[src/sv/qbz_pkg.sv]
// Shared types and widths for the quadratic Bezier point generator.
`default_nettype none

package qbz_pkg;

   localparam int CoordWidth = 16;
   localparam int CountWidth = 7;
   localparam int IndexWidth = 6;
   localparam int StepWidth  = 17;
   localparam int RemWidth   = 6;
   localparam int FracWidth  = 16;

   typedef logic signed [CoordWidth-1:0] qbz_coord_type;

   // One job handed from the front to the back: control points and step plan.
   typedef struct packed {
      qbz_coord_type          first_x;
      qbz_coord_type          first_y;
      qbz_coord_type          middle_x;
      qbz_coord_type          middle_y;
      qbz_coord_type          end_x;
      qbz_coord_type          end_y;
      logic [CountWidth-1:0]  count;
      logic [StepWidth-1:0]   step;
      logic [RemWidth-1:0]    rem;
   } qbz_job_type;

endpackage

`default_nettype wire

[src/sv/qbz_queue.sv]
// Two-entry job queue between the front end and the point engine.
`default_nettype none

module qbz_queue (
   input  wire                  clock,
   input  wire                  reset,
   input  wire                  wr_valid,
   output logic                 wr_full,
   input  wire  qbz_pkg::qbz_job_type wr_job,
   input  wire                  rd_pop,
   output logic                 rd_empty,
   output qbz_pkg::qbz_job_type rd_job
);
   import qbz_pkg::*;

   localparam int Depth = 2;

   qbz_job_type  mem_ff [Depth];
   logic         wr_ptr_ff, wr_ptr_in;
   logic         rd_ptr_ff, rd_ptr_in;
   logic [1:0]   count_ff, count_in;
   logic         do_write, do_read;

   assign wr_full  = (count_ff == 2'(Depth));
   assign rd_empty = (count_ff == 2'd0);
   assign rd_job   = mem_ff[rd_ptr_ff];
   assign do_write = wr_valid && !wr_full;
   assign do_read  = rd_pop && !rd_empty;

   // Pointers and occupancy follow the two handshakes.
   always_comb begin
      wr_ptr_in = do_write ? !wr_ptr_ff : wr_ptr_ff;
      rd_ptr_in = do_read ? !rd_ptr_ff : rd_ptr_ff;
      count_in  = count_ff + 2'(do_write) - 2'(do_read);
   end

   always_ff @(posedge clock) begin
      if (reset) begin
         wr_ptr_ff <= 1'b0;
         rd_ptr_ff <= 1'b0;
         count_ff  <= 2'd0;
      end else begin
         wr_ptr_ff <= wr_ptr_in;
         rd_ptr_ff <= rd_ptr_in;
         count_ff  <= count_in;
      end
      if (do_write) begin
         mem_ff[wr_ptr_ff] <= wr_job;
      end
   end

endmodule

`default_nettype wire

[config.mk]
export PLATFORM = sky130hd
export DESIGN_NAME = qbz_queue
export DESIGN_NICKNAME = d
export VERILOG_FILES = /design/src/sv/qbz_pkg.sv /design/src/sv/qbz_queue.sv
export SDC_FILE = /design/constraint.sdc
export NUM_CORES = 1
export LEC_CHECK = 0
export BUFFER_PORTS_ARGS = -buffer_cell sky130_fd_sc_hd__buf_2
export CORE_MARGIN = 10
export CORE_UTILIZATION = 52
export CTS_CLUSTER_SIZE = 8
export DETAILED_ROUTE_END_ITERATION = 16
export PLACE_DENSITY = 0.78
export SKIP_LAST_GASP = 1
export SLEW_MARGIN = 10
export SYNTH_ARGS = -nofsm -noshare
export SYNTH_HDL_FRONTEND = slang
export SYNTH_SLANG_ARGS = --single-unit
[constraint.sdc]
create_clock -name clock -period 5 [get_ports clock]
set_input_delay 0 -clock clock [delete_from_list [all_inputs] [get_ports clock]]
set_output_delay 0 -clock clock [all_outputs]
set_load 0.05 [all_outputs]
# Word-level counts from Yosys, hierarchy flattened
# Memories as Yosys holds them, arrays and structs flattened. A register that Yosys moved wholly into a read port is not among the register bits.
# Cells that the tools add are included.
[totals]
register_bits = 4
wordCells = 18
memories = 1
ram_bits = 252
[mem_list]
columns = ["memory", "words", "width", "read_ports", "rd_clocked_by_memory_dff", "write_ports", "line", "rtl"]
rows = [
  ["mem_ff", 2, 126, 1, 1, 1, "qbz_queue.sv:18", "qbz_job_type mem_ff [Depth];"],
]
[classes]
add_sub_neg = 2
eq_ne = 1
reduce_logical = 7
mux = 4
[ops]
columns = ["op", "n"]
rows = [
  ["zero test 1 bit", 4],
  ["2-to-1 mux 1 bit", 4],
  ["adder 2 x 1 -> 2 bit", 1],
  ["== test 2 bit (second input constant)", 1],
  ["logical AND 1 bit", 2],
  ["zero test 2 bit", 1],
  ["subtractor 2 x 1 -> 2 bit", 1],
]

# Logic depth before layout (Yosys ltp)
[logic_depth]
ltp_word = 5
depth_mapped = 8

# Least setup slack after synthesis
# Ideal clock, no wire load.
[synth_timing]
path_kind = "register to register"
start = "reg count_ff[0]"
end = "mem mem_ff[0][0] (netlist bit) (enable)"
arrival_time_ns = 3.529
path_stages_with_launch = 5
t_required_ns = 4.521
n_path_buf = 0
synth_period_minus_slack_ns = 4.008
setup_slack_ns = 0.992
cell_sequence = "dfxtp_1 -> nand2b_2 -> inv_1 -> or3_1 -> inv_1"
[synth_via]
elab_chain_cells = 5
[synth_lines]
columns = ["item", "line", "rtl"]
rows = [
  ["from (decl)", "qbz_queue.sv:21", "logic [1:0] count_ff, count_in;"],
  ["from (signal assigned)", "qbz_queue.sv:45", "count_ff <= count_in;"],
  ["== test 2 bit", "qbz_queue.sv:24", "assign wr_full = (count_ff == 2'(Depth));"],
  ["net wr_full", "qbz_queue.sv:8", "output logic wr_full,"],
  ["zero test 1 bit", "qbz_queue.sv:27", "assign do_write = wr_valid && !wr_full;"],
  ["logical AND 1 bit", "qbz_queue.sv:27", ""],
  ["2-to-1 mux 1 bit", "qbz_queue.sv:47", "if (do_write) begin"],
  ["2-to-1 mux 1 bit (not written as such)", "qbz_queue.sv:48", "mem_ff[wr_ptr_ff] <= wr_job;"],
  ["to (decl)", "qbz_queue.sv:18", ""],
]
# The timed path passes the listed nets, and every way through them passes these cells.

==> impl_metrics.json <==
{
  "outcome": "finished, final reports clean",
  "power_frac_comb_pct": 35.1,
  "synthFlopType": "edfxtp_1",
  "hp-class": "in -> reg",
  "drcViolationCount": 0,
  "coreArea_sq_mm": 0.01796,
  "die_x_microns": 155.0,
  "yosys.area.top_type": "edfxtp_1",
  "worst_r2r_path_depth": 5,
  "dieArea_sq_mm": 0.02402,
  "initial_core_util_pct": 52.75,
  "synth_area_per_cell_sq_um": 22.62,
  "track_usage_pct": 18.46,
  "layout_min_cycle_time_ns": 2.948,
  "cts-root-buf": "clkbuf_16",
  "fmax_mhz": 339.3,
  "dpl.hpwl_mm": 14.01,
  "p_seq_share_pct": 36.6,
  "final_area_sq_mm": 0.01337,
  "crit_arrival_ns": 2.95,
  "gp_congestion": 0.7448,
  "clk_pin_slew_ns": 0.05,
  "synth_edf_count": 252,
  "endpoint": "rd_job[13]",
  "placed_area_sq_mm": 0.01100,
  "yosysMostFrequentCell": "edfxtp_1",
  "row_count": 49,
  "worstReg2RegEnd": "mem_ff[0][107]",
  "initialDrtViolationCount": 310,
  "clock_latency_ns": 0.49,
  "wirelength_mm": 23.19,
  "finalSetupViolations": 0,
  "fp.dieH_microns": 155.0,
  "num_vias": 5545,
  "synth_cell_types": 21,
  "synth_area_sq_mm": 0.009477,
  "cp.required_ns": 5.00,
  "hold_viol_final": 0,
  "crit_path_max_fanout": 62,
  "swShare_pct": 36.88,
  "routed-wl-met2_mm": 12.11,
  "ioPinCount": 258,
  "cts-resized-gates": 0,
  "power_density_mw_per_mm2": 597.3,
  "dp.cells": 897,
  "grt_pass1_wl_mm": 35.11,
  "top_layer_used": "met4",
  "drive_gt1_share_pct": 51.30,
  "nets": 970,
  "fin_crit_sh_pct": 58.95,
  "wl_met1_mm": 8.341,
  "finalClockSkew_ns": 0.009583,
  "drt-wirelength-per-cell_microns": 21.51,
  "cts_buffer_depth": 3,
  "syn_nets": 551,
  "cts_buffers": 38,
  "final_antenna_net_count": 0,
  "irDropWorstVdd_mv": 0.4494,
  "endpoint_kind": "output port",
  "ys_seq_area_share_pct": 80.91,
  "grt_pass1_vias": 6353,
  "cap_violations": 0,
  "hp-start": "wr_job[34]",
  "switchingPower_w": 0.002945,
  "io_buffer_count": 257,
  "grt_max_degree": 70,
  "internal_power_w": 0.005040,
  "met3WireLength_mm": 2.232,
  "final_cells": 1078,
  "synth_warnings": 0,
  "cts_sinks": 257,
  "tightest_slew_ns": 0.9715,
  "grt_setup_unrepaired": "no",
  "synth-async-reset-ratio_pct": 0,
  "htree_num_levels": 2,
  "r2r_setup_slack_ns": 2.32,
  "avgViaCountPerCell": 5.144,
  "start_kind": "flop",
  "synthTopCellsByArea": "edfxtp_1 (80%), mux2_2 (10%), mux2_4 (6.3%)",
  "syn_to_final_growth_pct": 41.05,
  "cts_tree": "built",
  "drv_slew": 0,
  "ys_ff_latch": 257,
  "path_class": "reg -> out",
  "synth_top_area_share_pct": 79.85,
  "gr-total-overflow": 0,
  "antenna_found_initial": 0,
  "tns_ns": 0,
  "synthCells": 419,
  "max_slew_margin_pct": 35.23,
  "dr.pass1.iters": 5,
  "timing.rr.start": "count_ff[0]",
  "clock_power_share_pct": 28.3,
  "yosys-top-cells-count": "edfxtp_1 (252), mux2_2 (86), mux2_4 (40)",
  "leakagePower_nw": 5.182
}
## power groups by stage
stage	Clock [W]	Combinational (W)	Sequential, W
finish	0.00226	0.00280	0.00293
CTS	0.00229	0.00279	0.00292
global placement	0	0.00267	0.00293
detailed placement	0	0.00270	0.00296
floorplan	0	0.00222	0.00288
global route	0.00240	0.00291	0.00295
## layer usage
layer / vias to the layer above / GRT usage, %
met4: 0 / 6.208
met3: 44 / 5.983
met2: 309 / 32.72
met5: - / 0
met1: 2699 / 20.41
li1: 2493 / -
## how the worst min path moves through the flow
stage / cells past startpoint / slack [ns] / to
after CTS: 2 / 0.21 / mem_ff[0][104]
after detailed placement: 1 / 0.19 / mem_ff[1][25]
after global routing: 2 / 0.22 / mem_ff[1][59]
after global placement: 1 / 0.19 / mem_ff[1][38]
final: 2 / 0.23 / mem_ff[0][34]
after floorplan: 1 / 0.07 / wr_ptr_ff
## registers in the layout, indices dropped and copies added (netlist names), named ones only
register   cells
mem_ff       252
rd_ptr_ff      1
count_ff       2
wr_ptr_ff      1
## cells by family (layout without fill, tap and decap cells)
group	count (synthesis)	count (layout)	synth area share, %
simple gates	11	11	0.6074
xor+xnor	2	2	0.1849
flops	257	257	80.91
fa+ha+maj	2	2	0.2640
buf+inv	18	447	1.294
compound gates	3	3	0.1848
mux	126	126	16.56
other cells	0	1	0
## cells in the final DEF (no fill, tap or decap), types with 2 or more instances in the layout
cell,Yosys,routed
buf_2,8,257
edfxtp_1,252,252
dlygate4sd3_1,0,130
mux2_2,86,86
clkbuf_16,0,41
mux2_4,40,40
clkbuf_1,0,8
buf_4,0,6
nor2_1,4,4
dfxtp_1,5,4
inv_1,4,3
ha_1,2,2
## cell type report
cell class | count | area (sq um)
clock buffers | 49 | 1056
repair buffers | 393 | 2633
well taps | 229 | 286.5
clock inverters | 1 | 8.758
flip-flops and latches | 257 | 7671
multi-input cells | 144 | 1692
fillers | 1008 | 4597
inverters | 4 | 17.52
diodes | 1 | 2.502
## critical path, stage by stage, from the launching register on
cell and delay, ns:
dfxtp_4 0.95, buf_4 0.74, mux2_2 0.43, buf_2 0.22
## per-stage QoR
step                      power (W)  setup slack (ns)  hold WS [ns]  util, %
final                      0.007985             2.052        0.2317    74.41
after global routing       0.008262             1.942        0.2230    74.40
after CTS                  0.008009             2.024        0.2108    74.40
after detailed placement   0.005660             2.404        0.1912    61.22
after global placement     0.005600             2.530        0.1873    61.22
after floorplan            0.005098            0.9923       0.06907        -
## repair_timing
item | in CTS | in global routing
hold buffers | 130 | 0
endpoints found under the hold margin | 257 | 0
buffers inserted | 0 | 0
(Power assumes the default switching activity.)
