[config.mk]
export PLATFORM = sky130hd
export DESIGN_NAME = qbz_front
export DESIGN_NICKNAME = d
export VERILOG_FILES = /design/src/sv/qbz_pkg.sv /design/src/sv/qbz_front.sv
export SDC_FILE = /design/constraint.sdc
export NUM_CORES = 1
export LEC_CHECK = 0
export ABC_AREA = 1
export BUFFER_PORTS_ARGS = -buffer_cell sky130_fd_sc_hd__buf_4
export CAP_MARGIN = 10
export CORE_MARGIN = 1.5
export CORE_UTILIZATION = 49
export CTS_CLUSTER_SIZE = 10
export DETAILED_ROUTE_END_ITERATION = 8
export PLACE_DENSITY = 0.86
export SYNTH_ARGS = -nofsm -noshare
export SYNTH_HDL_FRONTEND = slang
export SYNTH_SLANG_ARGS = --single-unit
[constraint.sdc]
create_clock -name clock -period 16.9 [get_ports clock]
set_input_delay 5.07 -clock clock [delete_from_list [all_inputs] [get_ports clock]]
set_output_delay 5.07 -clock clock [all_outputs]
set_load 0.02 [all_outputs]
[src/sv/qbz_pkg.sv]
// Shared types and widths for the quadratic Bezier point generator.
`default_nettype none

package qbz_pkg;

   localparam int CoordWidth = 16;
   localparam int CountWidth = 7;
   localparam int IndexWidth = 6;
   localparam int StepWidth  = 17;
   localparam int RemWidth   = 6;
   localparam int FracWidth  = 16;

   typedef logic signed [CoordWidth-1:0] qbz_coord_type;

   // One job handed from the front to the back: control points and step plan.
   typedef struct packed {
      qbz_coord_type          first_x;
      qbz_coord_type          first_y;
      qbz_coord_type          middle_x;
      qbz_coord_type          middle_y;
      qbz_coord_type          end_x;
      qbz_coord_type          end_y;
      logic [CountWidth-1:0]  count;
      logic [StepWidth-1:0]   step;
      logic [RemWidth-1:0]    rem;
   } qbz_job_type;

endpackage

`default_nettype wire

[src/sv/qbz_front.sv]
// Front end: accepts control points and divides 2^16 by the point count.
`default_nettype none

module qbz_front (
   input  wire                          clock,
   input  wire                          reset,
   input  wire                          push,
   output logic                         full,
   input  wire  qbz_pkg::qbz_coord_type req_first_x,
   input  wire  qbz_pkg::qbz_coord_type req_first_y,
   input  wire  qbz_pkg::qbz_coord_type req_middle_x,
   input  wire  qbz_pkg::qbz_coord_type req_middle_y,
   input  wire  qbz_pkg::qbz_coord_type req_end_x,
   input  wire  qbz_pkg::qbz_coord_type req_end_y,
   input  wire  [qbz_pkg::CountWidth-1:0] count_eff,
   output logic                         job_valid,
   input  wire                          job_ready,
   output qbz_pkg::qbz_job_type         job
);
   import qbz_pkg::*;

   localparam logic [1:0] ST_IDLE = 2'd0;
   localparam logic [1:0] ST_DIV  = 2'd1;
   localparam logic [1:0] ST_PUSH = 2'd2;

   localparam int StepCountWidth = $clog2(StepWidth);
   localparam logic [StepCountWidth-1:0] TopBit = StepCountWidth'(StepWidth - 1);

   logic [1:0]                state_ff, state_in;
   logic [StepCountWidth-1:0] bit_ff, bit_in;
   logic [RemWidth-1:0]       rem_ff, rem_in;
   logic [StepWidth-1:0]      quo_ff, quo_in;
   qbz_job_type               job_ff, job_in;
   logic [CountWidth-1:0]     partial;
   logic                      fits;

   // One quotient bit per cycle; the dividend is a one followed by zeros.
   assign partial = {rem_ff, (bit_ff == TopBit)};
   assign fits    = (partial >= job_ff.count);

   always_comb begin
      state_in = state_ff;
      bit_in   = bit_ff;
      rem_in   = rem_ff;
      quo_in   = quo_ff;
      job_in   = job_ff;
      case (state_ff)
         ST_IDLE: begin
            if (push) begin
               job_in.first_x  = req_first_x;
               job_in.first_y  = req_first_y;
               job_in.middle_x = req_middle_x;
               job_in.middle_y = req_middle_y;
               job_in.end_x    = req_end_x;
               job_in.end_y    = req_end_y;
               job_in.count    = count_eff;
               bit_in          = TopBit;
               rem_in          = '0;
               quo_in          = '0;
               state_in        = ST_DIV;
            end
         end
         ST_DIV: begin
            if (fits) begin
               rem_in = RemWidth'(partial - job_ff.count);
            end else begin
               rem_in = RemWidth'(partial);
            end
            quo_in = {quo_ff[StepWidth-2:0], fits};
            if (bit_ff == '0) begin
               state_in = ST_PUSH;
            end else begin
               bit_in = bit_ff - 1'b1;
            end
         end
         ST_PUSH: begin
            if (job_ready) begin
               state_in = ST_IDLE;
            end
         end
         default: begin
            state_in = ST_IDLE;
         end
      endcase
   end

   always_ff @(posedge clock) begin
      if (reset) begin
         state_ff <= ST_IDLE;
      end else begin
         state_ff <= state_in;
      end
      bit_ff <= bit_in;
      rem_ff <= rem_in;
      quo_ff <= quo_in;
      job_ff <= job_in;
   end

   // The finished job carries the quotient and remainder of the division.
   always_comb begin
      job      = job_ff;
      job.step = quo_ff;
      job.rem  = rem_ff;
   end

   assign full      = (state_ff != ST_IDLE);
   assign job_valid = (state_ff == ST_PUSH);

   // The division must reproduce 2^16 exactly from quotient and remainder.
   a_div_exact: assert property (@(posedge clock) disable iff (reset)
      (state_ff == ST_PUSH) |->
         (34'(quo_ff) * 34'(job_ff.count) + 34'(rem_ff) == 34'd65536))
      else $error("divider result does not reconstruct 2^16");

endmodule

`default_nettype wire

**Word-level counts from Yosys, hierarchy flattened**

Cells that the tools add are included.

- Flip-flop bits (word level): 133
- Input bits: 107
- Output and inout port bits: 128
- Logic and storage cells: 41

- Add/subtract/negate cells: 2
- Magnitude comparators: 1
- Equality and inequality tests: 7
- Muxes and demuxes: 12
- Reductions and logical operators: 8

Operator list:

| kind | number |
|---|---|
| $pmux 17 s2 | 1 |
| $mux 17 | 1 |
| $mux 6 | 2 |
| $pmux 6 s2 | 1 |
| $mux 5 | 2 |
| $pmux 5 s2 | 1 |
| $ge 7x7->1 | 1 |
| $mux 2 | 3 |
| $ne 2x2->1 const B | 3 |
| $pmux 2 s3 | 1 |
| $reduce_and 3->1 | 2 |
| $sub 6x6->6 | 1 |
| $eq 5x5->1 const B | 1 |
| $logic_not 5->1 | 1 |
| $sub 5x1->5 const B | 1 |
| $reduce_and 2->1 | 2 |
| $reduce_bool 2->1 | 2 |
| $eq 2x1->1 const B | 1 |
| $eq 2x2->1 const B | 1 |
| $logic_not 2->1 | 1 |
| $ne 2x1->1 const B | 1 |

**Depth between registers and ports, before layout**

- Depth in word-level cells: 4
- Gate-level depth with buffers: 13

**Worst setup path before layout**

OpenSTA, ideal clock, no wires.

- Path kind: input to register
- From: in push
- To: reg quo_ff[0] (enable)
- Library setup time: 0.381 ns
- Arrival: 10.569 ns
- Required time: 16.519 ns
- Slack: 5.951 ns
- Cell stages on the path: 4
- Path buffers: 0
- Cells stage by stage: inv_1 > nor2_1 > inv_1 > nand2_1

- Longest elaborated chain between the ends: 2

Ends and longest elaborated chain:

| element | RTL line | RTL |
|---|---|---|
| from (decl) | qbz_front.sv:7 | `input wire push,` |
| $ne 2x2->1 (no line) | -- |  |
| $reduce_and 2->1 (no line) | -- |  |
| to (signal assigned) | qbz_front.sv:95 | `quo_ff <= quo_in;` |
| to (decl) | qbz_front.sv:32 | `logic [StepWidth-1:0] quo_ff, quo_in;` |

No other way between the ends.
A chain may end at the register's enable or synchronous reset.

**Final worst setup path**

- From: in push
- To: reg job_ff, in the netlist job[84] (enable)

- Longest elaborated chain between the ends: 1

Ends and longest elaborated chain:

| element | RTL line | RTL |
|---|---|---|
| $reduce_and 2->1 (no line) | -- |  |
| to (signal assigned) | qbz_front.sv:96 | `job_ff <= job_in;` |
| to (decl) | qbz_front.sv:33 | `qbz_job_type job_ff, job_in;` |

No other way between the ends.

==> flow_summary.ini <==
[outcome]
status = finished clean

[worst_setup_path]
crit_path_frequent_cell = buf_4
start_kind = input port
cp_top_family = buffers and inverters
critical_path_class = input port to flip-flop
crit_chain = buf_4 > inv_1 > nor2_4 > buf_4
r2r_setup_slack_ns = 14.21
required_ns = 17.03
critPathSlowestCell = buf_4
critical_path_buf_inv_count = 3
crit_arrival_ns = 6.68
reg2reg_depth = 4
critical-path-max-stage-delay_ns = 0.89
r2r_end = rem_ff[1]$_SDFFCE_PN0P_
reg2reg_from = state_ff[0]$_SDFFE_PP0P_
end_kind = flip-flop
worstPathMaxFanout = 81

[pwr]
p_int_mw = 0.666
ir_worst_vdd_uv = 92.3
p_switching_mw = 0.233
power_frac_comb = 0.156
leakage_nw = 3.22
clkPwrFrac = 0.391
swShare = 0.259
powerDensity_nw_per_um2 = 124
total_power_mw = 0.899
p_seq_frac = 0.453

[hold_path]
min-delay-path-class = flip-flop to flip-flop
min_to = state_ff[1]$_SDFFE_PP0P_
hold_start = state_ff[0]$_SDFFE_PP0P_
holdPathStages = 3

[synth]
avgSynthCellArea_um2 = 16.4
synth_top_area_frac = 0.822
synth-seq-cells = 133
netlist_instances = 292
synth_top_area_cell = edfxtp_1
yosysSeqAreaShare = 0.831
synth.distinct_cells = 25
syn_area_um2 = 4780
synth.area.top_cells = edfxtp_1, inv_1, nor2_1
yosysWarningCount = 0
synth.net_count = 410

[cells_and_area]
final_common_cell = buf_4
stdcell_area_um2 = 7280
drive_gt1_frac = 0.498
final_cell_mix = buf_4, edfxtp_1, inv_1, nor2_1, nand2_1
final_util = 0.776
synthToLayoutAreaGrowth_pct = 52.1
diodes = 0
finalNetCount = 661

[routing]
routedWlPerCell_um = 18.4
vias_per_cell = 4.74
drt_iter0_drc = 140
drtPass1Iterations = 4
drt_wl_total_mm = 12.6
ant_nets = 0
dr_total_vias = 3246
drc = 0

[clocking]
cts_hold_buf = 0
clockBufferDepth = 2
cts.reportedPaths.clkPinSlew_ns = 0.06
h-tree-depth = 4
cts_made_buffers = 17
cts_tree = yes
clkLatencyLatePin_ns = 0.52
cts_resized = 0
clockRootBuffer = clkbuf_8
postCtsSetupBuffers = 0
clkSinkCount = 133

[flow_run]
max_cap_violations = 0

[placement]
io_buffers = 234
placed_area_um2 = 6710
dp_hpwl_mm = 9.12
place.gp.congestion = 0.824

[floorplan]
die_x_um = 102
row_count = 35
fp.dieH_um = 102
io_pins = 235
core-area_um2 = 9370
start_util = 0.511
die_area_um2 = 10400

[timing]
slew_headroom = 0.348
worst_hold_slack_ns = 0.581
finalCriticalPeriod_ns = 6.55
final_max_slew_viol_count = 0
rsz0062_at_grt = false
finalSetupTns_ns = 0
worstMarginPinSlew_ns = 0.978
fin_crit_sh = 0.387
setup_viol = 0
clock-skew-final_ns = 0.00958
fmax_mhz = 153
hold_viol = 0

[grt]
antenna_found_initial = 0
grt_pass1_wl_mm = 17.3
grt_usage = 0.239
grt_pass1_vias = 3391
grt_max_degree = 82
gr-total-overflow = 0
==> through the flow <==
stage | setup WS [ns] | cells
after floorplan | 5.95 | 292
after global placement | 9.90 | 653
after detailed placement | 9.81 | 653
after CTS | 10.36 | 685
after global routing | 10.23 | 685
final | 10.35 | 685
==> kinds of logic after synthesis <==
| group | share of synthesized area |
|---|---|
| DFF | 0.831 |
| buffers and inverters | 0.0418 |
| AOI/OAI and AO/OA | 0.00758 |
| xor gates and xnor gates | 0.00549 |
| adders and majority gates | 0.0303 |
| and+or+nand+nor | 0.0842 |
==> layout make-up <==
class	count	area, µm²
Clock inverter	14	153
Inverter	50	188
Timing Repair Buffer	235	1760
Sequential cell	133	3970
Tap cell	129	161
Clock buffer	18	418
Fill cell	564	2100
Multi-Input combinational cell	106	618
==> worst register-to-register path, stage by stage, from the launching register on <==
cell	delay, ns
dfxtp_1	0.35
inv_1	0.05
nor2_1	0.56
inv_1	0.50
nand2_1	0.85
==> registers in the layout, indices dropped and copies added, names as in the netlist <==
name	count
job	103
quo_ff	17
rem_ff	6
bit_ff	5
state_ff	2
==> power by group through the flow <==
stage | sequential [mW] | combinational, mW | clock [mW]
after floorplan | 0.445 | 0.0445 | 0
after global placement | 0.413 | 0.136 | 0
after detailed placement | 0.414 | 0.140 | 0
after CTS | 0.408 | 0.141 | 0.355
after global routing | 0.410 | 0.151 | 0.367
final | 0.408 | 0.140 | 0.351
==> worst max path at each step <==
stage                     from                       to  slack (ns)  cells past startpoint
final                     push        job[84]$_DFFE_PP_       10.35                      4
after global routing      push  quo_ff[1]$_SDFFCE_PN0P_       10.23                      5
after detailed placement  push  rem_ff[4]$_SDFFCE_PN0P_        9.81                      5
after global placement    push       job[105]$_DFFE_PP_        9.90                      4
after CTS                 push        job[45]$_DFFE_PP_       10.36                      4
after floorplan           push  quo_ff[0]$_SDFFCE_PN0P_        5.95                      4
==> cell usage after synthesis <==
cell,count
dfxtp_1,2
xnor2_1,2
inv_1,49
a21oi_4,1
nand2_1,28
nand4_1,5
nand2_2,3
edfxtp_1,131
clkbuf_1,2
or2_4,1
nor2_1,35
nand3_4,1
buf_2,1
nand3b_1,1
a21oi_1,3
nand3_2,2
o21ai_0,1
xor2_1,1
nand3_1,8
ha_1,10
inv_2,1
nor2_4,1
nor3_1,1
or2_2,1
fa_1,1
==> routing by layer <==
metal | vias to the layer above | wire length [µm] | part of all wire | global-route usage
li1 | 1510 | - | - | -
met4 | 0 | 333 | 0.026 | 0.0969
met3 | 22 | 1210 | 0.096 | 0.123
met2 | 150 | 6980 | 0.56 | 0.433
met1 | 1564 | 4050 | 0.32 | 0.228
met5 | - | 0 | 0 | 0
No activity file was read; power rests on OpenSTA's default activity.
